**src/rtl/alu16_pkg.sv**
```systemverilog
`timescale 1ns / 1ps
// ----------------------------------------------------------------------------
// ALU16 package
// Opcodes, widths and the classified-item structure shared by the ALU files.
// ----------------------------------------------------------------------------
package alu16_pkg;

   localparam int unsigned WordWidth  = 16;
   localparam int unsigned OpWidth    = 5;
   localparam int unsigned QueueDepth = 2;

   typedef logic [WordWidth-1:0] word_type;

   typedef enum logic [OpWidth-1:0] {
      OP_SET = 5'd0,  OP_ADD = 5'd1,  OP_SUB = 5'd2,  OP_MUL = 5'd3,
      OP_MLI = 5'd4,  OP_DIV = 5'd5,  OP_DVI = 5'd6,  OP_MOD = 5'd7,
      OP_MDI = 5'd8,  OP_AND = 5'd9,  OP_BOR = 5'd10, OP_XOR = 5'd11,
      OP_SHR = 5'd12, OP_ASR = 5'd13, OP_SHL = 5'd14, OP_IFB = 5'd15,
      OP_IFC = 5'd16, OP_IFE = 5'd17, OP_IFN = 5'd18, OP_IFG = 5'd19,
      OP_IFA = 5'd20, OP_IFL = 5'd21, OP_IFU = 5'd22, OP_ADX = 5'd23,
      OP_SBX = 5'd24
   } op_type;

   // Execution class chosen by the front end
   typedef enum logic [2:0] {
      CLS_SIMPLE, CLS_MUL, CLS_DIV, CLS_SHIFT, CLS_TEST, CLS_NOP
   } cls_type;

   // One decoded item as it crosses the queue
   typedef struct packed {
      logic [OpWidth-1:0] op;
      cls_type            cls;
      logic               sgn;     // signed variant (mli, dvi, mdi, asr)
      logic               a_zero;
      word_type           b;
      word_type           a;
      word_type           ex;
   } item_type;

   // Result as produced by the back end
   typedef struct packed {
      word_type new_b;
      word_type ex_out;
      logic     ex_written;
      logic     condition;
   } result_type;

endpackage

```
**src/rtl/alu16_queue.sv**
```systemverilog
`timescale 1ns / 1ps
// ----------------------------------------------------------------------------
// ALU16 queue
// Short FIFO between front and back end so each side stalls on its own.
// ----------------------------------------------------------------------------
module alu16_queue #(
   parameter int unsigned Depth = alu16_pkg::QueueDepth
) (
   input  logic                clock,
   input  logic                reset,
   input  logic                in_valid,
   output logic                in_ready,
   input  alu16_pkg::item_type in_item,
   output logic                out_valid,
   input  logic                out_ready,
   output alu16_pkg::item_type out_item
);
   import alu16_pkg::*;

   localparam int unsigned PtrW = (Depth > 1) ? $clog2(Depth) : 1;
   localparam int unsigned CntW = $clog2(Depth + 1);

   item_type            mem_ff [Depth];
   logic [PtrW-1:0]     wr_ff, wr_in, rd_ff, rd_in;
   logic [CntW-1:0]     cnt_ff, cnt_in;
   logic                push, pop;

   assign in_ready  = (cnt_ff != CntW'(Depth));
   assign out_valid = (cnt_ff != '0);
   assign out_item  = mem_ff[rd_ff];
   assign push      = in_valid && in_ready;
   assign pop       = out_valid && out_ready;

   // Advance pointers with wrap
   always_comb begin
      wr_in  = (wr_ff == PtrW'(Depth - 1)) ? '0 : wr_ff + 1'b1;
      rd_in  = (rd_ff == PtrW'(Depth - 1)) ? '0 : rd_ff + 1'b1;
      cnt_in = cnt_ff + CntW'(push) - CntW'(pop);
   end

   always_ff @(posedge clock) begin
      if (reset) begin
         wr_ff  <= '0;
         rd_ff  <= '0;
         cnt_ff <= '0;
      end else begin
         cnt_ff <= cnt_in;
         if (push) wr_ff <= wr_in;
         if (pop)  rd_ff <= rd_in;
      end
      if (push) mem_ff[wr_ff] <= in_item;
   end

endmodule

```
**config.mk**
```make
export PLATFORM = sky130hd
export DESIGN_NAME = alu16_queue
export DESIGN_NICKNAME = d
export VERILOG_FILES = /design/src/rtl/alu16_pkg.sv /design/src/rtl/alu16_queue.sv
export SDC_FILE = /design/constraint.sdc
export NUM_CORES = 1
export LEC_CHECK = 0
export BUFFER_PORTS_ARGS = -buffer_cell sky130_fd_sc_hd__buf_2
export CAP_MARGIN = 0
export CORE_AREA = 5 5 101 126
export DETAILED_ROUTE_END_ITERATION = 16
export DIE_AREA = 0 0 106 131
export MAX_ROUTING_LAYER = met4
export PLACE_DENSITY = 0.62
export SYNTH_ARGS = -nofsm -noshare
export SYNTH_HDL_FRONTEND = slang
export SYNTH_SLANG_ARGS = --single-unit
```
**constraint.sdc**
```tcl
create_clock -name clock -period 7 [get_ports clock]
set_input_delay 1.4 -clock clock [delete_from_list [all_inputs] [get_ports clock]]
set_output_delay 1.4 -clock clock [all_outputs]
set_load 0.005 [all_outputs]
```
==> results of run 1 <==
[where the power goes]
part	leakage [nW]	total, mW	internal (mW)	switching (mW)
clock	0.247	0.761	0.476	0.285
combinational	0.779	0.319	0.175	0.144
sequential	1.13	0.923	0.883	0.0400
[through the flow]
step                instances  hold WS, ps  total power, mW  setup WS (ps)
finish                    496          503             2.00           3360
global placement          465          492             1.26           3710
floorplan                 209          472             1.12           3760
detailed placement        465          491             1.27           3680
global route              496          538             2.10           3190
CTS                       495          514             2.04           3260
[layout make-up]
cell class | count | area (µm²) | share of cell area
Clock inverter | 11 | 83.8 | 0.0147
Multi-Input combinational cell | 81 | 808 | 0.141
Antenna cell | 1 | 2.50 | 0.000438
Clock buffer | 19 | 433 | 0.0757
Inverter | 1 | 3.75 | 0.000657
Sequential cell | 121 | 3580 | 0.627
Timing Repair Buffer | 124 | 628 | 0.110
Tap cell | 138 | 173 | 0.0302
[layer usage]
| layer | track usage | vias up | wire length (µm) |
|---|---|---|---|
| met4 | 0.0526 | 0 | 107 |
| met5 | - | - | 0 |
| met3 | 0.0541 | 11 | 582 |
| li1 | - | 1101 | - |
| met1 | 0.136 | 1169 | 3270 |
| met2 | 0.207 | 82 | 4280 |
[cells in the mapped netlist, types with 2 or more instances]
cell type and number:
buf_2 3, mux2_2 58, nor2b_1 2, o21ai_0 2, edfxtp_1 116, buf_4 3
dfxtp_1 5, nor2_1 5
[worst max-delay path, delay by kind of cell, from the launching register on]
kind	cells	cell delay, ps
flops	1	820
mux	1	400
buf+inv	2	630
[state kept, by name, indices dropped and copies added, names as in the netlist, named ones only]
name,cells
mem_ff,116
rd_ff,1
cnt_ff,2
wr_ff,1
[cell families after synthesis]
group	after synthesis	synth area share
xor+xnor	1	0.00198
mux	59	0.150
flops	121	0.809
compound gates	7	0.0116
fa+ha+maj	1	0.00282
buf+inv	7	0.00931
simple gates	13	0.0158
[final timing paths]
kind	end	cells past startpoint	slack (ps)	startpoint
setup / recovery	out_item[47]	3	3360	flop
hold / removal	flop	2	500	rd_ff$_SDFFE_PP0P_
setup reg to reg	mem_ff[1][54]$_DFFE_PP_	3	4850	cnt_ff[0]$_SDFF_PP0_
hold reg to reg	flop	2	500	rd_ff$_SDFFE_PP0P_
==> flow_metrics.tcl, run 1 <==
set metrics [dict create \
    status "complete, no violations" \
    drtIter0Drc 123 \
    fmax_mhz 274 \
    final_cell_mix "buf_2, edfxtp_1, mux2_2" \
    fill_cells 1002 \
    startpoint_type "flop" \
    slew_headroom 0.476 \
    synth_area_um2 4430 \
    syn_nets 272 \
    grt_pass1_wl_um 12600 \
    cpMaxStageDelayCell "dfxtp_2" \
    drv_cap 0 \
    io_buffer_count 121 \
    synth_ff_type "edfxtp_1" \
    cts_tree "yes" \
    tightest_slew_ps 786 \
    cts_buffer_depth 2 \
    numClockSinks 121 \
    fp-row-count 44 \
    clock_latency_ps 400 \
    drt-vias-per-instance 4.76 \
    grt_pass1_vias 2562 \
    die_w_um 106 \
    post_drt_wl_per_cell_um 16.6 \
    fp.dieH_um 131 \
    pin_count 122 \
    syn_avg_cell_area_um2 21.2 \
    layout_commonest_cell "buf_2" \
    root_buffer "clkbuf_16" \
    vias 2363 \
    synth_cell_types 23 \
    power_density_nw_per_um2 350 \
    postLayoutCellArea_um2 5720 \
    endpoint_kind "primary output" \
    seq_area_frac_synth 0.809 \
    hold_viol_final 0 \
    min_period_ps 3640 \
    rsz0062_at_grt "no" \
    final_antenna_net_count 0 \
    cts_made_buffers 17 \
    slew_violations 0 \
    start_util 0.387 \
    placed_area_um2 5200 \
    leakage_nw 2.15 \
    final_nets 409 \
    synthCells 209 \
    yosys-top-cells-area "edfxtp_1, mux2_2, dfxtp_1" \
    grt-ovfl-total 0 \
    skew_ps 7.89 \
    critPathMaxFanout 30 \
    max_stage_delay_ps 820 \
    syn_to_final_growth_pct 29.0 \
    cts_repair_resize_count 0 \
    timing.final.crit_share 0.521 \
    criticalPathCategory "reg -> out" \
    cts_setup_buffers 0 \
    vdd_drop_max_v 0.000183 \
    yosys.area.top_type "edfxtp_1" \
    drc 0 \
    gp_congestion 0.720 \
    grt_antenna_before_repair 1 \
    tns_ps 0 \
    post-route-util 0.499 \
    track_usage 0.126 \
    arrival_ps 2240 \
    crit_required_ps 5600 \
    ys_ff_latch 121 \
    synth_edf_count 116 \
    setup_viol 0 \
    core_um2 11500 \
    ys_warn_count 0 \
    crit_chain "buf_4 > mux2_2 > buf_2" \
    grt_max_degree 59 \
    min_path_type "reg -> reg" \
    dp_hpwl_um 5330 \
    cts_hold_buf 0 \
    path_clk_slew_ps 50 \
    dieArea_um2 13900 \
    h-tree-depth 4 \
    drive_gt1_frac 0.594 \
    firstDrtPassIters 6 \
    async_reset_ff_frac 0 \
    synth.top_cell.area_share 0.786 \
    drt-total-wl_um 8240 \
]
(Power assumes the default switching activity.)
==> inputs of run 2 (changes only) <==
--- a/config.mk
+++ b/config.mk
@@ -5,11 +5,12 @@
 export SDC_FILE = /design/constraint.sdc
 export NUM_CORES = 1
 export LEC_CHECK = 0
+export ABC_AREA = 1
 export BUFFER_PORTS_ARGS = -buffer_cell sky130_fd_sc_hd__buf_2
 export CAP_MARGIN = 0
-export CORE_AREA = 5 5 101 126
+export CORE_AREA = 5 5 101 127
 export DETAILED_ROUTE_END_ITERATION = 16
-export DIE_AREA = 0 0 106 131
+export DIE_AREA = 0 0 106 132
 export MAX_ROUTING_LAYER = met4
 export PLACE_DENSITY = 0.62
 export SYNTH_ARGS = -nofsm -noshare
==> constraint.sdc (replaced) <==
create_clock -name clock -period 3.6 [get_ports clock]
set_input_delay 0.72 -clock clock [delete_from_list [all_inputs] [get_ports clock]]
set_output_delay 0.72 -clock clock [all_outputs]
set_load 0.005 [all_outputs]
==> run 2 against run 1 <==
  * Wire length fell by 2.3%
  * Area after synthesis rose by 1.4%
  * Critical path type unchanged
  * First-iteration DRC count fell by 50%
  * Utilization rose by 0.96 points
  * Global-route usage fell by 0.13 points
  * Worst setup slack got worse by 2400 ps
==> flow_metrics.tcl, run 2 <==
set metrics [dict create \
    status "complete, no violations" \
    setup_viol 0 \
    final_cell_mix "buf_2, edfxtp_1, mux2_2" \
    firstDrtPassIters 4 \
    die_w_um 106 \
    r2r_start "cnt_ff[0]$_SDFF_PP0_" \
    yosys-top-cells-area "edfxtp_1, mux2_2, mux2_4" \
    rsz0062_at_grt "no" \
    synthMuxAreaShare 0.162 \
    criticalPathCategory "reg -> out" \
    seq_area_frac_synth 0.797 \
    post-route-util 0.509 \
    synth_edf_count 116 \
    arrival_ps 1940 \
    reg.largest.list "mem_ff (116), cnt_ff (2)" \
    yosys.cell_count.top_type "edfxtp_1" \
    post_drt_wl_per_cell_um 16.0 \
    grt_max_degree 59 \
    r2r_cells 5 \
    tightest_slew_ps 903 \
    cts_hold_buf 0 \
    drt-vias-per-instance 4.64 \
    grt_pass1_wl_um 12700 \
    grt-ovfl-total 0 \
    leakage_nw 2.25 \
    power_density_nw_per_um2 732 \
    rrSetupSlack_ps 1620 \
    vias 2335 \
    ys_ff_latch 121 \
    cts_repair_resize_count 0 \
    synth.top_cell.area_share 0.775 \
    gp_congestion 0.717 \
    syn_avg_cell_area_um2 20.8 \
    startpoint_type "flop" \
    wl_met3_um 499 \
    core_um2 11500 \
    dieArea_um2 14000 \
    drtIter0Drc 61 \
    skew_ps 6.50 \
    drt-total-wl_um 8050 \
    synth_top_family_by_area "multiplexers" \
    h-tree-depth 4 \
    start_util 0.393 \
    cts_made_buffers 17 \
    wl_met1_um 3080 \
    cts_buffer_depth 2 \
    synthSimpleGateAreaFrac 0.0164 \
    root_buffer "clkbuf_16" \
    largest_reg_flops 116 \
    slew_headroom 0.398 \
    hold_viol_final 0 \
    syn_nets 279 \
    grt_antenna_before_repair 0 \
    min_period_ps 2660 \
    drv_cap 0 \
    path_clk_slew_ps 50 \
    fmax_mhz 377 \
    numClockSinks 121 \
    fp-row-count 44 \
    regMostFlops "mem_ff" \
    final_nets 415 \
    vdd_drop_max_v 0.000309 \
    async_reset_ff_frac 0 \
    drc 0 \
    reg2reg_to "mem_ff[1][54]$_DFFE_PP_" \
    pin_count 122 \
    layout_commonest_cell "buf_2" \
    top_layer_used "met4" \
    fp.dieH_um 132 \
    min_path_type "reg -> reg" \
    synth_area_um2 4500 \
    final_cell_count_no_fill 503 \
    synth_cell_types 14 \
    track_usage 0.125 \
    synthAdderAreaFrac 0.00278 \
    synth-xor-area-share 0.00195 \
    tns_ps 0 \
    clock_latency_ps 400 \
    yosys.area.top_type "edfxtp_1" \
    cts_setup_buffers 0 \
    dp_hpwl_um 5250 \
    diodes 0 \
    endpoint "out_item[22]" \
    syn_to_final_growth_pct 29.6 \
    critPathMaxFanout 58 \
    timing.final.crit_share 0.738 \
    cts_tree "yes" \
    synthCells 216 \
    dpl.cell_count 471 \
    io_buffer_count 121 \
    final_antenna_net_count 0 \
    synth_common_cells "edfxtp_1, mux2_2, mux2_4" \
    ys_warn_count 0 \
    drive_gt1_frac 0.570 \
    slew_violations 0 \
    crit_required_ps 2880 \
    endpoint_kind "primary output" \
    dr_wl_met2_um 4380 \
    synth-compound-area-share 0.00223 \
    grt_pass1_vias 2539 \
    synth_ff_type "edfxtp_1" \
]
==> run 2: cells by family after synthesis <==
kind of cell | after synthesis
xor gates and xnor gates | 1
AOI/OAI and AO/OA | 2
buffers and inverters | 14
adders and majority gates | 1
muxes | 58
and+or+nand+nor | 19
DFF | 121
==> run 2: worst min path at each step <==
stage / slack (ps) / endpoint / start / cells past startpoint
2_1_floorplan: 470 / flop / rd_ff$_SDFFE_PP0P_ / 2
3_3_place_gp: 490 / flop / rd_ff$_SDFFE_PP0P_ / 2
3_5_place_dp: 490 / flop / rd_ff$_SDFFE_PP0P_ / 2
4_1_cts: 480 / mem_ff[0][46]$_DFFE_PP_ / in_item[46] / 1
5_1_grt: 480 / mem_ff[1][34]$_DFFE_PP_ / in_item[34] / 1
6_report: 510 / flop / rd_ff$_SDFFE_PP0P_ / 2
==> run 2: final cells by class <==
class	instances	area (µm²)
inverters	8	30.0
clock buffers	19	433
multi-input cells	81	848
well taps	138	173
fillers	981	5620
repair buffers	123	646
flip-flops and latches	121	3590
clock inverters	13	110
==> run 2: per-layer routing <==
layer,up-vias,GRT usage
met1,1140,0.129
met3,10,0.0524
met4,0,0.0518
met2,80,0.209
li1,1105,-
met5,-,-
==> run 2: per-stage QoR <==
| step | total power [mW] | area, µm² | setup slack (ps) | hold slack, ps |
|---|---|---|---|---|
| floorplan | 2.42 | 4500 | 785 | 467 |
| global placement | 2.77 | 5280 | 1320 | 486 |
| detailed placement | 2.79 | 5280 | 1280 | 490 |
| CTS | 4.34 | 5830 | 880 | 482 |
| global route | 4.49 | 5830 | 828 | 480 |
| finish | 4.27 | 5830 | 945 | 507 |
==> run 2: worst max-delay path, cell delays in order (launching register included) <==
cell and delay (ps):
dfxtp_4 940, mux2_2 430, buf_2 130
==> run 2: report_power, final <==
part           switching [mW]  internal, mW  total, mW
combinational           0.346         0.453      0.799
clock                   0.542         0.995       1.54
sequential              0.139          1.79       1.93
total                    1.03          3.24       4.27
==> inputs of run 3 (changes only) <==
--- a/config.mk
+++ b/config.mk
@@ -12,7 +12,7 @@
 export DETAILED_ROUTE_END_ITERATION = 16
 export DIE_AREA = 0 0 106 132
 export MAX_ROUTING_LAYER = met4
-export PLACE_DENSITY = 0.62
+export PLACE_DENSITY = 0.64
 export SYNTH_ARGS = -nofsm -noshare
 export SYNTH_HDL_FRONTEND = slang
 export SYNTH_SLANG_ARGS = --single-unit
==> constraint.sdc (replaced) <==
create_clock -name clock -period 2.4 [get_ports clock]
set_input_delay 0.48 -clock clock [delete_from_list [all_inputs] [get_ports clock]]
set_output_delay 0.48 -clock clock [all_outputs]
set_load 0.005 [all_outputs]
==> run 3 against run 2 <==
  * Combinational power is 66% higher
  * Clock skew is 0.74 ps lower
  * Non-clock buffer count is 4 higher
  * Power is 55% higher
  * Utilization is 0.88 points higher
  * Count of clock-buffer cells in the layout is 5 higher
  * Sequential power is 45% higher
  * Cell count is 0.99% higher
  * Critical path type unchanged
  * Largest cell class unchanged
==> flow_metrics.tcl, run 3 (same netlist as run 2, synthesis figures left out) <==
set metrics [dict create \
    p_sw_mw 1.56 \
    dp_slack_ps 661 \
    critPathMaxFanout 21 \
    largest_reg_flops 116 \
    cts_setup_buffers 0 \
    wl_met1_um 3220 \
    io_buffer_count 121 \
    final_nets 419 \
    drtIter0Drc 75 \
    cts_buffer_depth 2 \
    dp_hpwl_um 5430 \
    startpoint_type "flop" \
    vias 2346 \
    post_drt_wl_per_cell_um 16.0 \
    drc 0 \
    drt-vias-per-instance 4.62 \
    min_path_type "in -> reg" \
    final_antenna_net_count 0 \
    swShare 0.237 \
    p_int_mw 5.03 \
    path_clk_slew_ps 50 \
    cts_made_buffers 17 \
    clock_latency_ps 400 \
    status "complete, no violations" \
    endpoint_kind "primary output" \
    start_util 0.393 \
    h-tree-depth 4 \
    regMostFlops "mem_ff" \
    wl_met3_um 579 \
    slew_headroom 0.775 \
    rsz0062_at_grt "no" \
    min_from "reset" \
    hold_depth 2 \
    reg.largest.list "mem_ff (116), cnt_ff (2)" \
    die_w_um 106 \
    drive_gt1_frac 0.588 \
    fmax_mhz 471 \
    pin_count 122 \
    timing.final.crit_share 0.886 \
    r2r_cells 11 \
    dr_wl_met2_um 4190 \
    fin_hold_ws_ps 259 \
    reg2reg_to "cnt_ff[1]$_SDFF_PP0_" \
    syn_to_final_growth_pct 31.9 \
    final_cell_mix "buf_2, edfxtp_1, mux2_2" \
    track_usage 0.124 \
    setup_viol 0 \
    grt_pass1_wl_um 12600 \
    tightest_slew_ps 337 \
    firstDrtPassIters 4 \
    grt_antenna_before_repair 1 \
    top_layer_used "met4" \
    drt-total-wl_um 8150 \
    power_density_nw_per_um2 1110 \
    grt_pass1_vias 2536 \
    core_um2 11500 \
    grt_max_degree 41 \
    crit_chain "buf_12 > mux2_2 > buf_2" \
    hold_end "cnt_ff[0]$_SDFF_PP0_" \
    criticalPathCategory "reg -> out" \
    root_buffer "clkbuf_16" \
    grt-ovfl-total 0 \
    vdd_drop_max_v 0.000510 \
    fp.dieH_um 132 \
    seqPwrFrac 0.425 \
    cts_repair_resize_count 0 \
    slew_violations 0 \
    cts_tree "yes" \
    drv_cap 0 \
    cpMaxStageDelayCell "dfxtp_4" \
    layout_commonest_cell "buf_2" \
    arrival_ps 1650 \
    cts_hold_buf 0 \
    crit_required_ps 1920 \
    hold_viol_final 0 \
    numClockSinks 121 \
    leakage_nw 2.30 \
    cp_top_family "flip-flops" \
    rrSetupSlack_ps 820 \
    path_buf_inv 2 \
    setup_slack_ps 275 \
    gp_congestion 0.696 \
    clkPwrFrac 0.374 \
    fp-row-count 44 \
    max_stage_delay_ps 520 \
    skew_ps 5.76 \
    r2r_start "cnt_ff[0]$_SDFF_PP0_" \
    min_period_ps 2130 \
    dieArea_um2 14000 \
    power_frac_comb 0.202 \
]
run 3: cell count changes in the layout (fill, tap and decap cells not counted), sizes merged:
cell      before  now
clkinv        10    4
buf          123  127
clkinvlp       1    2
clkbuf        19   24
diode          0    1
run 3: per-layer routing:
layer | vias up | GRT usage
met3 | 12 | 0.0524
met5 | - | -
met1 | 1135 | 0.130
met4 | 0 | 0.0540
li1 | 1117 | -
met2 | 82 | 0.204
run 3: final cells by class:
class                   count  area (µm²)
flip-flops and latches    121        3590
diodes                      1        2.50
inverters                   8        30.0
clock inverters             8        95.1
fillers                   979        5520
multi-input cells          81         848
well taps                 138         173
repair buffers            127         701
clock buffers              24         492
run 3: worst max path at each step:
stage | slack (ps) | endpoint | cells past startpoint
final | 270 | out_item[19] | 3
after global routing | 190 | out_item[19] | 3
after CTS | 230 | out_item[19] | 3
after detailed placement | 660 | out_item[19] | 3
after global placement | 670 | out_item[18] | 3
after floorplan | -180 | mem_ff[1][0]$_DFFE_PP_ | 4
run 3: through the flow:
stage	instances	setup TNS [ps]	util	total power, mW	cell area, µm²
after global routing	508	0	0.518	6.93	5930
final	508	0	0.518	6.59	5930
after CTS	507	0	0.517	6.71	5930
after floorplan	216	-19430	-	3.63	4500
after detailed placement	475	0	0.466	4.22	5340
after global placement	475	0	0.466	4.18	5340
run 3: power groups by stage:
| stage | registers [mW] | logic, mW | clock network, mW |
|---|---|---|---|
| global route | 2.84 | 1.45 | 2.64 |
| CTS | 2.81 | 1.37 | 2.52 |
| finish | 2.80 | 1.33 | 2.46 |
| global placement | 2.83 | 1.35 | 0 |
| detailed placement | 2.85 | 1.37 | 0 |
| floorplan | 2.79 | 0.838 | 0 |
