[config.mk]
export PLATFORM = sky130hd
export DESIGN_NAME = alu16_front
export DESIGN_NICKNAME = d
export VERILOG_FILES = /design/src/rtl/alu16_pkg.sv /design/src/rtl/alu16_front.sv
export SDC_FILE = /design/constraint.sdc
export NUM_CORES = 1
export LEC_CHECK = 0
export BUFFER_PORTS_ARGS = -buffer_cell sky130_fd_sc_hd__buf_2
export CAP_MARGIN = 20
export CORE_MARGIN = 3
export CORE_UTILIZATION = 38
export DETAILED_ROUTE_END_ITERATION = 16
export PLACE_DENSITY_LB_ADDON = 0.15
export SLEW_MARGIN = 20
export SYNTH_ARGS = -nofsm -noshare
export SYNTH_HDL_FRONTEND = slang
export SYNTH_SLANG_ARGS = --single-unit
[constraint.sdc]
create_clock -name clock -period 2.3 [get_ports clock]
set_input_delay 0.46 -clock clock [delete_from_list [all_inputs] [get_ports clock]]
set_output_delay 0.46 -clock clock [all_outputs]
set_load 0.01 [all_outputs]
[src/rtl/alu16_pkg.sv]
`timescale 1ns / 1ps
// ----------------------------------------------------------------------------
// ALU16 package
// Opcodes, widths and the classified-item structure shared by the ALU files.
// ----------------------------------------------------------------------------
package alu16_pkg;

   localparam int unsigned WordWidth  = 16;
   localparam int unsigned OpWidth    = 5;
   localparam int unsigned QueueDepth = 2;

   typedef logic [WordWidth-1:0] word_type;

   typedef enum logic [OpWidth-1:0] {
      OP_SET = 5'd0,  OP_ADD = 5'd1,  OP_SUB = 5'd2,  OP_MUL = 5'd3,
      OP_MLI = 5'd4,  OP_DIV = 5'd5,  OP_DVI = 5'd6,  OP_MOD = 5'd7,
      OP_MDI = 5'd8,  OP_AND = 5'd9,  OP_BOR = 5'd10, OP_XOR = 5'd11,
      OP_SHR = 5'd12, OP_ASR = 5'd13, OP_SHL = 5'd14, OP_IFB = 5'd15,
      OP_IFC = 5'd16, OP_IFE = 5'd17, OP_IFN = 5'd18, OP_IFG = 5'd19,
      OP_IFA = 5'd20, OP_IFL = 5'd21, OP_IFU = 5'd22, OP_ADX = 5'd23,
      OP_SBX = 5'd24
   } op_type;

   // Execution class chosen by the front end
   typedef enum logic [2:0] {
      CLS_SIMPLE, CLS_MUL, CLS_DIV, CLS_SHIFT, CLS_TEST, CLS_NOP
   } cls_type;

   // One decoded item as it crosses the queue
   typedef struct packed {
      logic [OpWidth-1:0] op;
      cls_type            cls;
      logic               sgn;     // signed variant (mli, dvi, mdi, asr)
      logic               a_zero;
      word_type           b;
      word_type           a;
      word_type           ex;
   } item_type;

   // Result as produced by the back end
   typedef struct packed {
      word_type new_b;
      word_type ex_out;
      logic     ex_written;
      logic     condition;
   } result_type;

endpackage

[src/rtl/alu16_front.sv]
`timescale 1ns / 1ps
// ----------------------------------------------------------------------------
// ALU16 front end
// Accepts requests, classifies the opcode and registers the decoded item.
// ----------------------------------------------------------------------------
module alu16_front (
   input  logic                  clock,
   input  logic                  reset,
   input  logic                  req_valid,
   output logic                  req_ready,
   input  logic [4:0]            req_type,
   input  alu16_pkg::word_type   req_operand_b,
   input  alu16_pkg::word_type   req_operand_a,
   input  alu16_pkg::word_type   req_ex_in,
   output logic                  dec_valid,
   input  logic                  dec_ready,
   output alu16_pkg::item_type   dec_item
);
   import alu16_pkg::*;

   logic     valid_ff, valid_in;
   item_type item_ff, item_in;
   cls_type  cls;
   logic     sgn;

   // Classify the opcode
   always_comb begin
      sgn = 1'b0;
      unique case (req_type) inside
         OP_SET, OP_ADD, OP_SUB, OP_AND, OP_BOR, OP_XOR, OP_ADX, OP_SBX:
            cls = CLS_SIMPLE;
         OP_MUL: cls = CLS_MUL;
         OP_MLI: begin cls = CLS_MUL; sgn = 1'b1; end
         OP_DIV, OP_MOD: cls = CLS_DIV;
         OP_DVI, OP_MDI: begin cls = CLS_DIV; sgn = 1'b1; end
         OP_SHR, OP_SHL: cls = CLS_SHIFT;
         OP_ASR: begin cls = CLS_SHIFT; sgn = 1'b1; end
         OP_IFB, OP_IFC, OP_IFE, OP_IFN, OP_IFG, OP_IFA, OP_IFL, OP_IFU:
            cls = CLS_TEST;
         default: cls = CLS_NOP;
      endcase
   end

   assign req_ready = !valid_ff || dec_ready;

   always_comb begin
      item_in.op     = req_type;
      item_in.cls    = cls;
      item_in.sgn    = sgn;
      item_in.a_zero = (req_operand_a == '0);
      item_in.b      = req_operand_b;
      item_in.a      = req_operand_a;
      item_in.ex     = req_ex_in;
      valid_in       = req_valid || (valid_ff && !dec_ready);
   end

   // Hold or advance the decode register
   always_ff @(posedge clock) begin
      if (reset) begin
         valid_ff <= 1'b0;
      end else begin
         valid_ff <= valid_in;
      end
      if (req_valid && req_ready) begin
         item_ff <= item_in;
      end
   end

   assign dec_valid = valid_ff;
   assign dec_item  = item_ff;

endmodule

==> results of run 1 <==
-- power by group through the flow --
stage | Combinational, W | Clock [W] | Sequential, W
after CTS | 0.000204 | 0.000886 | 0.00127
after global routing | 0.000219 | 0.000940 | 0.00128
after detailed placement | 0.000204 | 0 | 0.00129
final | 0.000199 | 0.000857 | 0.00127
after floorplan | 0.0000434 | 0 | 0.00133
after global placement | 0.000198 | 0 | 0.00129
-- logic make-up after synthesis --
kind of cell / count (synthesis)
flip-flops: 59
AND/OR/NAND/NOR: 17
AO/OA/AOI/OAI: 10
buffers and inverters: 6
XOR/XNOR: 1
-- placed cells by master (no fill, tap or decap) --
cell type / Yosys / final
o21a_1: 1 / 1
nor3_1: 4 / 4
clkinv_1: 0 / 1
xnor2_1: 1 / 1
o211ai_1: 1 / 1
a21oi_2: 1 / 1
nor4_1: 4 / 4
bufinv_16: 0 / 1
and4_1: 1 / 1
nand3_1: 3 / 3
o21ai_0: 2 / 2
clkinv_2: 0 / 3
a21boi_0: 2 / 2
nor3b_1: 1 / 1
a21oi_1: 1 / 1
clkbuf_1: 0 / 1
and2_2: 0 / 1
nor2_1: 2 / 2
clkbuf_8: 0 / 9
clkinvlp_4: 0 / 1
edfxtp_1: 58 / 58
nand2b_1: 1 / 1
buf_4: 0 / 2
a31oi_1: 1 / 1
a41oi_1: 1 / 1
dfxtp_1: 1 / 1
inv_1: 3 / 3
buf_2: 2 / 116
-- worst paths after layout --
path	end	slack, ns	cells past startpoint	startpoint
setup / recovery	req_ready	0.96	2	dec_valid$_SDFF_PP0_
hold / removal	dec_valid$_SDFF_PP0_	0.29	2	reset
hold reg to reg	dec_valid$_SDFF_PP0_	0.52	2	dec_valid$_SDFF_PP0_
setup reg to reg	dec_item[13]$_DFFE_PP_	1.02	3	dec_valid$_SDFF_PP0_
-- worst reg2reg max path, stage by stage (launching register included) --
cell and delay, ns:
dfxtp_1 0.32, nand2b_1 0.10, and2_2 0.15, buf_4 0.37
-- layout make-up --
class	count	area, µm²
clock inverters	6	56.30
clock buffers	10	127.6
inverters	3	11.26
multi-input cells	28	175.2
flip-flops and latches	59	1762
fillers	399	2037
repair buffers	118	595.6
well taps	67	83.83
-- layer usage --
metal,track usage (%),vias to the layer above
met1,16.21,569
met2,20.63,70
met3,4.640,9
li1,-,620
met5,0,-
met4,7.867,0
-- sequential cells by signal, summed over array words and instances, names as in the netlist --
register / flops
dec_valid: 1
dec_item: 58
-- cell usage after synthesis --
library cell,n,area (µm²)
a21oi_2,1,8.760
nor4_1,4,25.02
xnor2_1,1,8.760
dfxtp_1,1,20.02
o21ai_0,2,10.01
and2_1,1,6.260
nor2_1,2,7.510
a21oi_1,1,5.000
inv_1,3,11.26
a41oi_1,1,8.760
buf_6,1,11.26
nand3_1,3,15.01
nor3_1,4,20.02
nor3b_1,1,7.510
buf_2,2,10.01
and4_1,1,8.760
edfxtp_1,58,1742
o21a_1,1,7.510
a31oi_1,1,6.260
nand2b_1,1,6.260
a21boi_0,2,15.01
o211ai_1,1,7.510
-- through the flow --
step	util [%]	hold slack (ns)	cells	area (µm²)
2_1_floorplan	-	0.5291	93	1969
3_3_place_gp	54.19	0.4842	275	2628
3_5_place_dp	54.19	0.5091	275	2628
4_1_cts	57.99	0.2784	291	2811
5_1_grt	57.99	0.2884	291	2811
6_report	57.99	0.2941	291	2811
==> results.yml, run 1 <==
run_status:
  status: "completed"
global_routing:
  antenna_found_initial: 0
  grt_pass1_vias: 1201
  grtUsageTotal_pct: 13.37
  grt_start_max_net_pins: 34
  overflow: 0
  grt_pass1_wl_um: 6058
yosys:
  synth.area.mux_share_pct: 0
  syn_inst: 93
  seq_area_frac_synth_pct: 89.51
  yosysWarningCount: 0
  synthDistinctLibCells: 22
  synth_top_family_by_area: "simple AND/OR/NAND/NOR gates"
  synthAdderAreaFrac_pct: 0
  synth-seq-cells: 59
  synth_fp_nets: 150
  synthXorXnorAreaFrac_pct: 0.4450
  synth.avg_cell_area_um2: 21.16
  syn-cell-area_mm2: 0.001968
  synth-simple-area-share_pct: 4.895
  synth_compound_area_share_pct: 3.497
clock_tree:
  cts_max_path_buffers: 2
  clk_pin_slew_worst_paths_ns: 0.06
  cts_hold_buf: 0
  cts_setup_buffers: 0
  cts-htree-levels: 3
  clk-insertion-delay-late_ns: 0.32
  clockRootBuffer: "clkbuf_8"
  cts_sinks: 59
  cts_made_buffers: 9
  cts_resized: 0
  cts_tree: "built"
pwr:
  power.internal_w: 0.001835
  power.switching_w: 0.0004924
  power.total_w: 0.002327
  comb_power_share_pct: 8.6
  ir_drop_mv: 0.6176
  p_seq_share_pct: 54.6
  clock_power_share_pct: 36.8
  p_leak_nw: 1.190
  netSwitchingFraction_pct: 21.16
  power_density_mw_per_mm2: 827.7
setup_path:
  slowest_stage: "dfxtp_1"
  endpoint_kind: "primary output"
  critical_path_class: "flip-flop to primary output"
  max_stage_delay_ns: 0.34
  arrival_ns: 0.88
  crit_chain: "nand2b_1, buf_2"
  critPathBufInv: 1
  required_ns: 1.84
  critPathTopFamily: "flip-flops"
  crit_fanout: 3
  cp-start-kind: "flip-flop"
die:
  start_util_pct: 40.59
  die_h_um: 77.97
  design.core.area_mm2: 0.004848
  row_count: 25
  die-area_mm2: 0.006079
  pin_count: 117
  die_w_um: 77.97
sta:
  slew_headroom_pct: 73.03
  tns_ns: 0
  period_share_pct: 58.23
  timing.final.ws_setup_ns: 0.9608
  finalHoldViolCount: 0
  worst_slew_pin_slew_ns: 0.4046
  drv_slew: 0
  rsz0062_at_grt: "no"
  fmax_ghz: 0.7467
  post-route-min-period_ns: 1.339
  setup_violations: 0
  clock_skew_ns: 0.004350
routing:
  wirelength_um: 3959
  routed-wl-met2_um: 1896
  num_vias: 1268
  ant_nets: 0
  routedWlPerCell_um: 13.60
  top_layer: "met4"
  wirelength_met1_um: 1588
  viasPerCell: 4.357
  dr_wl_met3_um: 409
  dr.pass1.iters: 4
  first_iter_violations: 89
  drc: 0
placed_design:
  port_buffers: 116
  pre_cts_ws_ns: 0.7542
  dpl.hpwl_um: 2991
  gp_congestion: 0.6851
cells_and_area:
  area.growth.synth_to_final_pct: 42.85
  fin_nets: 276
  n_antenna_cell: 0
  layout-drive-gt1-share_pct: 59.82
job:
  cap_violations: 0
hold_path:
  worstHoldPathType: "input pin to flip-flop"
Power figures use the tool's default switching activity.
==> run 2: changes to the inputs <==
ABC_AREA = 1   (was unset)
CORE_UTILIZATION = 42   (was 38)
clock period = 1.25 ns   (was 2.3 ns; I/O delays follow)
==> results.yml, run 2 <==
pwr:
  clock_power_share_pct: 42.4
  power_density_mw_per_mm2: 1638
  netSwitchingFraction_pct: 19.77
  p_leak_nw: 1.259
  power.internal_w: 0.003800
  comb_power_share_pct: 8.1
  ir_drop_mv: 0.8145
  power.switching_w: 0.0009361
  p_seq_share_pct: 49.4
  power.total_w: 0.004736
die:
  die_h_um: 74.33
  pin_count: 117
  row_count: 24
  start_util_pct: 44.12
  die-area_mm2: 0.005524
  die_w_um: 74.33
  design.core.area_mm2: 0.004444
yosys:
  synth_edf_count: 58
  ys.flop_type: "edfxtp_1"
  synth_top_family_by_area: "simple AND/OR/NAND/NOR gates"
  synthTopCellsByCount: "58 x edfxtp_1, 12 x nand2_1, 5 x inv_1"
  synthAdderAreaFrac_pct: 0
  syn_inst: 99
  synth_top_area_cell: "edfxtp_1"
  synth_area_leaders: "edfxtp_1 89%, nand2_1 2.3%, nor4_1 1.3%"
  seq_area_frac_synth_pct: 89.85
  synth_fp_nets: 156
  synth_compound_area_share_pct: 1.595
  yosysTopAreaCellShare_pct: 88.83
  yosysWarningCount: 0
  synth-seq-cells: 59
  synth_most_common_cell: "edfxtp_1"
  synthXorXnorAreaFrac_pct: 0
  synth.avg_cell_area_um2: 19.80
  syn-cell-area_mm2: 0.001961
  synthDistinctLibCells: 14
  synth.area.mux_share_pct: 0
  async_flop_share_pct: 0
  synth-simple-area-share_pct: 7.211
sta:
  timing.final.ws_setup_ns: 0.1059
  setup_violations: 0
  whs_ns: 0.07309
  worst_slew_pin_slew_ns: 0.4120
  rsz0062_at_grt: "no"
  drv_slew: 0
  post-route-min-period_ns: 1.144
  clock_skew_ns: 0.004521
  fmax_ghz: 0.8741
  finalHoldViolCount: 0
  slew_headroom_pct: 72.19
  period_share_pct: 91.53
clock_tree:
  clockRootBuffer: "clkbuf_8"
  clk-insertion-delay-late_ns: 0.32
  cts_setup_buffers: 0
  cts_made_buffers: 9
  cts_hold_buf: 0
  clk_pin_slew_worst_paths_ns: 0.06
  cts_sinks: 59
  cts_max_path_buffers: 2
  cts_resized: 0
  cts_tree: "built"
  cts-htree-levels: 3
cells_and_area:
  final_util_pct: 65.06
  final_cell_mix: "116 x buf_2, 58 x edfxtp_1, 12 x nand2_1, 9 x clkbuf_8, 5 x inv_1"
  layout-drive-gt1-share_pct: 58.37
  area.growth.synth_to_final_pct: 47.48
  instances_no_fill: 285
  n_antenna_cell: 0
  fillers: 342
  fin_nets: 285
  largest_reg_flops: 58
  final_common_cell: "buf_2"
hold_path:
  worstHoldPathType: "input pin to flip-flop"
  min_from: "reset"
routing:
  wirelength_um: 4226
  routed-wl-met2_um: 2180
  viasPerCell: 4.719
  num_vias: 1345
  dr.pass1.iters: 4
  first_iter_violations: 63
  routedWlPerCell_um: 14.83
  top_layer: "met4"
  ant_nets: 0
  dr_wl_met3_um: 410
  wirelength_met1_um: 1548
  drc: 0
setup_path:
  crit_fanout: 3
  required_ns: 1.00
  crit_start: "dec_valid$_SDFF_PP0_"
  endpoint_kind: "primary output"
  cp-start-kind: "flip-flop"
  arrival_ns: 0.89
  timing.rr.start: "dec_valid$_SDFF_PP0_"
  critical_path_class: "flip-flop to primary output"
run_status:
  status: "completed"
placed_design:
  port_buffers: 116
  gp_congestion: 0.7306
  pre_cts_ws_ns: 0.07637
  dpl.hpwl_um: 3190
  post-place-cells: 269
global_routing:
  antenna_found_initial: 0
  grtUsageTotal_pct: 15.06
  overflow: 0
  grt_pass1_vias: 1262
  grt_pass1_wl_um: 5934
  grt_start_max_net_pins: 31
job:
  cap_violations: 0
## run 2: changes by cell type in the layout (fill, tap and decap cells not counted), moves of 3 or more
cell	change
nand2_1	+12
clkinv_2	-3
nand4_1	+3
nor3_1	-3
## run 2: per-stage QoR
step / setup TNS (ns) / cell area [µm²]
after floorplan: -29.50 / 1973
after global placement: 0 / 2659
after detailed placement: 0 / 2659
after CTS: 0 / 2892
after global routing: 0 / 2892
final: 0 / 2892
## run 2: layout make-up
class / instances / area [µm²] / share of cell area (%)
timing repair buffer: 118 / 620.6 / 21.46
tap: 52 / 65.06 / 2.250
inverter: 7 / 26.28 / 0.9087
multi-input combinational: 33 / 183.9 / 6.361
clock buffer: 11 / 131.4 / 4.543
sequential: 59 / 1763 / 60.97
clock inverter: 5 / 101.3 / 3.505
## run 2: metal layers
layer	GRT usage, %	vias to the layer above
met4	8.893	0
li1	-	642
met1	16.23	616
met3	5.270	11
met5	0	-
met2	25.59	76
## run 2: worst max-delay path, stage by stage, from the launching register on
cell     delay [ns]
dfxtp_2        0.36
nand2_1        0.07
buf_2          0.14
## run 2: cell families after synthesis
family,count (synthesis)
flip-flops,59
AND/OR/NAND/NOR,28
buffers and inverters,7
AO/OA/AOI/OAI,5
## run 2: path summary, 6_finish.rpt
path                                          endpoint  slack (ns)  cells past startpoint
worst max-delay path                         req_ready        0.11                      2
worst min register to register    dec_valid$_SDFF_PP0_        0.51                      2
worst min-delay path              dec_valid$_SDFF_PP0_        0.07                      2
worst max register to register  dec_item[18]$_DFFE_PP_        0.19                      2
## run 2: power by group through the flow
stage / combinational, W / clock (W) / sequential, W
finish: 0.000385 / 0.00201 / 0.00234
global route: 0.000422 / 0.00213 / 0.00235
CTS: 0.000391 / 0.00205 / 0.00234
detailed placement: 0.000390 / 0 / 0.00238
global placement: 0.000379 / 0 / 0.00238
floorplan: 0.0000710 / 0 / 0.00245
==> run 3: changes to the inputs <==
ABC_AREA = unset   (was 1)
==> results.yml, run 3 (synthesis gave the netlist of run 1 again) <==
sta:
  worst_slew_pin_slew_ns: 0.2728
  slew_headroom_pct: 81.64
  drv_slew: 0
  period_share_pct: 88.52
  setup_violations: 0
  rsz0062_at_grt: "no"
  fmax_ghz: 0.9038
  clock_skew_ns: 0.004559
  post-route-min-period_ns: 1.106
  finalHoldViolCount: 0
setup_path:
  max_stage_delay_ns: 0.38
  endpoint_kind: "primary output"
  crit_chain: "buf_2"
  cp-start-kind: "flip-flop"
  critPathTopFamily: "flip-flops"
  timing.rr.start: "dec_valid$_SDFF_PP0_"
  critPathBufInv: 1
  crit_fanout: 1
  slowest_stage: "edfxtp_1"
  arrival_ns: 0.86
  ff2ff_setup_slack_ns: 0.17
  required_ns: 1.00
  critical_path_class: "flip-flop to primary output"
  crit_start: "dec_item[54]$_DFFE_PP_"
global_routing:
  grt_pass1_wl_um: 5851
  grtUsageTotal_pct: 14.84
  overflow: 0
  antenna_found_initial: 0
  grt_pass1_vias: 1242
  grt_start_max_net_pins: 34
pwr:
  p_leak_nw: 1.232
  power.total_w: 0.004702
  ir_drop_mv: 0.8341
  power_density_mw_per_mm2: 1637
clock_tree:
  cts_hold_buf: 0
  cts-htree-levels: 3
  cts_made_buffers: 9
  cts_tree: "built"
  cts_sinks: 59
  clk_pin_slew_worst_paths_ns: 0.06
  cts_setup_buffers: 0
  clockRootBuffer: "clkbuf_8"
  clk-insertion-delay-late_ns: 0.31
  cts_max_path_buffers: 2
  cts_resized: 0
die:
  die_h_um: 74.46
  die_w_um: 74.46
  die-area_mm2: 0.005544
  start_util_pct: 44.28
  pin_count: 117
  row_count: 24
  design.core.area_mm2: 0.004444
hold_path:
  min_from: "reset"
  worstHoldPathType: "input pin to flip-flop"
routing:
  num_vias: 1290
  first_iter_violations: 67
  ant_nets: 0
  dr.pass1.iters: 4
  viasPerCell: 4.691
  drc: 0
  routedWlPerCell_um: 14.63
  wirelength_um: 4022
placed_design:
  gp_congestion: 0.6301
  placed_cell_area_mm2: 0.002644
  post-place-cells: 260
  dpl.hpwl_um: 2982
  port_buffers: 116
cells_and_area:
  final_common_cell: "buf_2"
  n_antenna_cell: 0
  fin_nets: 276
  area.growth.synth_to_final_pct: 45.96
  final_cell_mix: "116 x buf_2, 58 x edfxtp_1, 9 x clkbuf_8, 4 x nor3_1, 4 x nor4_1"
  largest_reg_flops: 58
  layout-drive-gt1-share_pct: 61.43
  finalInstanceArea_mm2: 0.002873
  instances_no_fill: 275
job:
  cap_violations: 0
run_status:
  status: "completed"
run 3: cell types whose count changed in the layout (fill, tap and decap cells not counted), sizes merged, moves of 2 or more:
| cell | previous run | this run |
|---|---|---|
| clkbuf | 11 | 9 |
| o21ai | 0 | 2 |
| a21boi | 0 | 2 |
| nand4 | 3 | 0 |
| nand2 | 12 | 0 |
| inv | 7 | 3 |
| nor3 | 2 | 4 |
| clkinv | 1 | 3 |
run 3: through the flow:
stage	hold slack [ns]	TNS (ns)	worst slack, ns	util (%)
2_1_floorplan	0.3117	-2.907	-0.05012	-
3_3_place_gp	0.3985	0	0.1337	59.49
3_5_place_dp	0.4046	0	0.1161	59.49
4_1_cts	0.05780	0	0.1183	64.64
5_1_grt	0.07933	0	0.09165	64.64
6_report	0.07607	0	0.1435	64.64
run 3: worst paths after layout:
kind | endpoint | depth (start not counted)
max | dec_item[54] | 1
min | dec_valid$_SDFF_PP0_ | 2
max reg2reg | dec_item[36]$_DFFE_PP_ | 3
min reg2reg | dec_valid$_SDFF_PP0_ | 2
run 3: cell type report:
class | count | area (µm²)
Clock buffer | 9 | 123.9
Clock inverter | 6 | 105.1
Fill cell | 349 | 1572
Inverter | 3 | 11.26
Multi-Input combinational cell | 28 | 183.9
Sequential cell | 59 | 1763
Tap cell | 52 | 65.06
Timing Repair Buffer | 118 | 620.6
run 3: power breakdown:
group          internal [W]  switching, W  total (W)
sequential          0.00231     0.0000267    0.00234
clock               0.00130      0.000673    0.00197
combinational      0.000174      0.000213   0.000387
run 3: per-layer routing:
layer / up-vias / part of all wire [%] / track usage (%)
li1: 620 / - / -
met1: 594 / 38 / 16.73
met2: 70 / 50 / 24.20
met3: 6 / 10 / 4.865
met4: 0 / 1.5 / 9.486
met5: - / 0 / 0
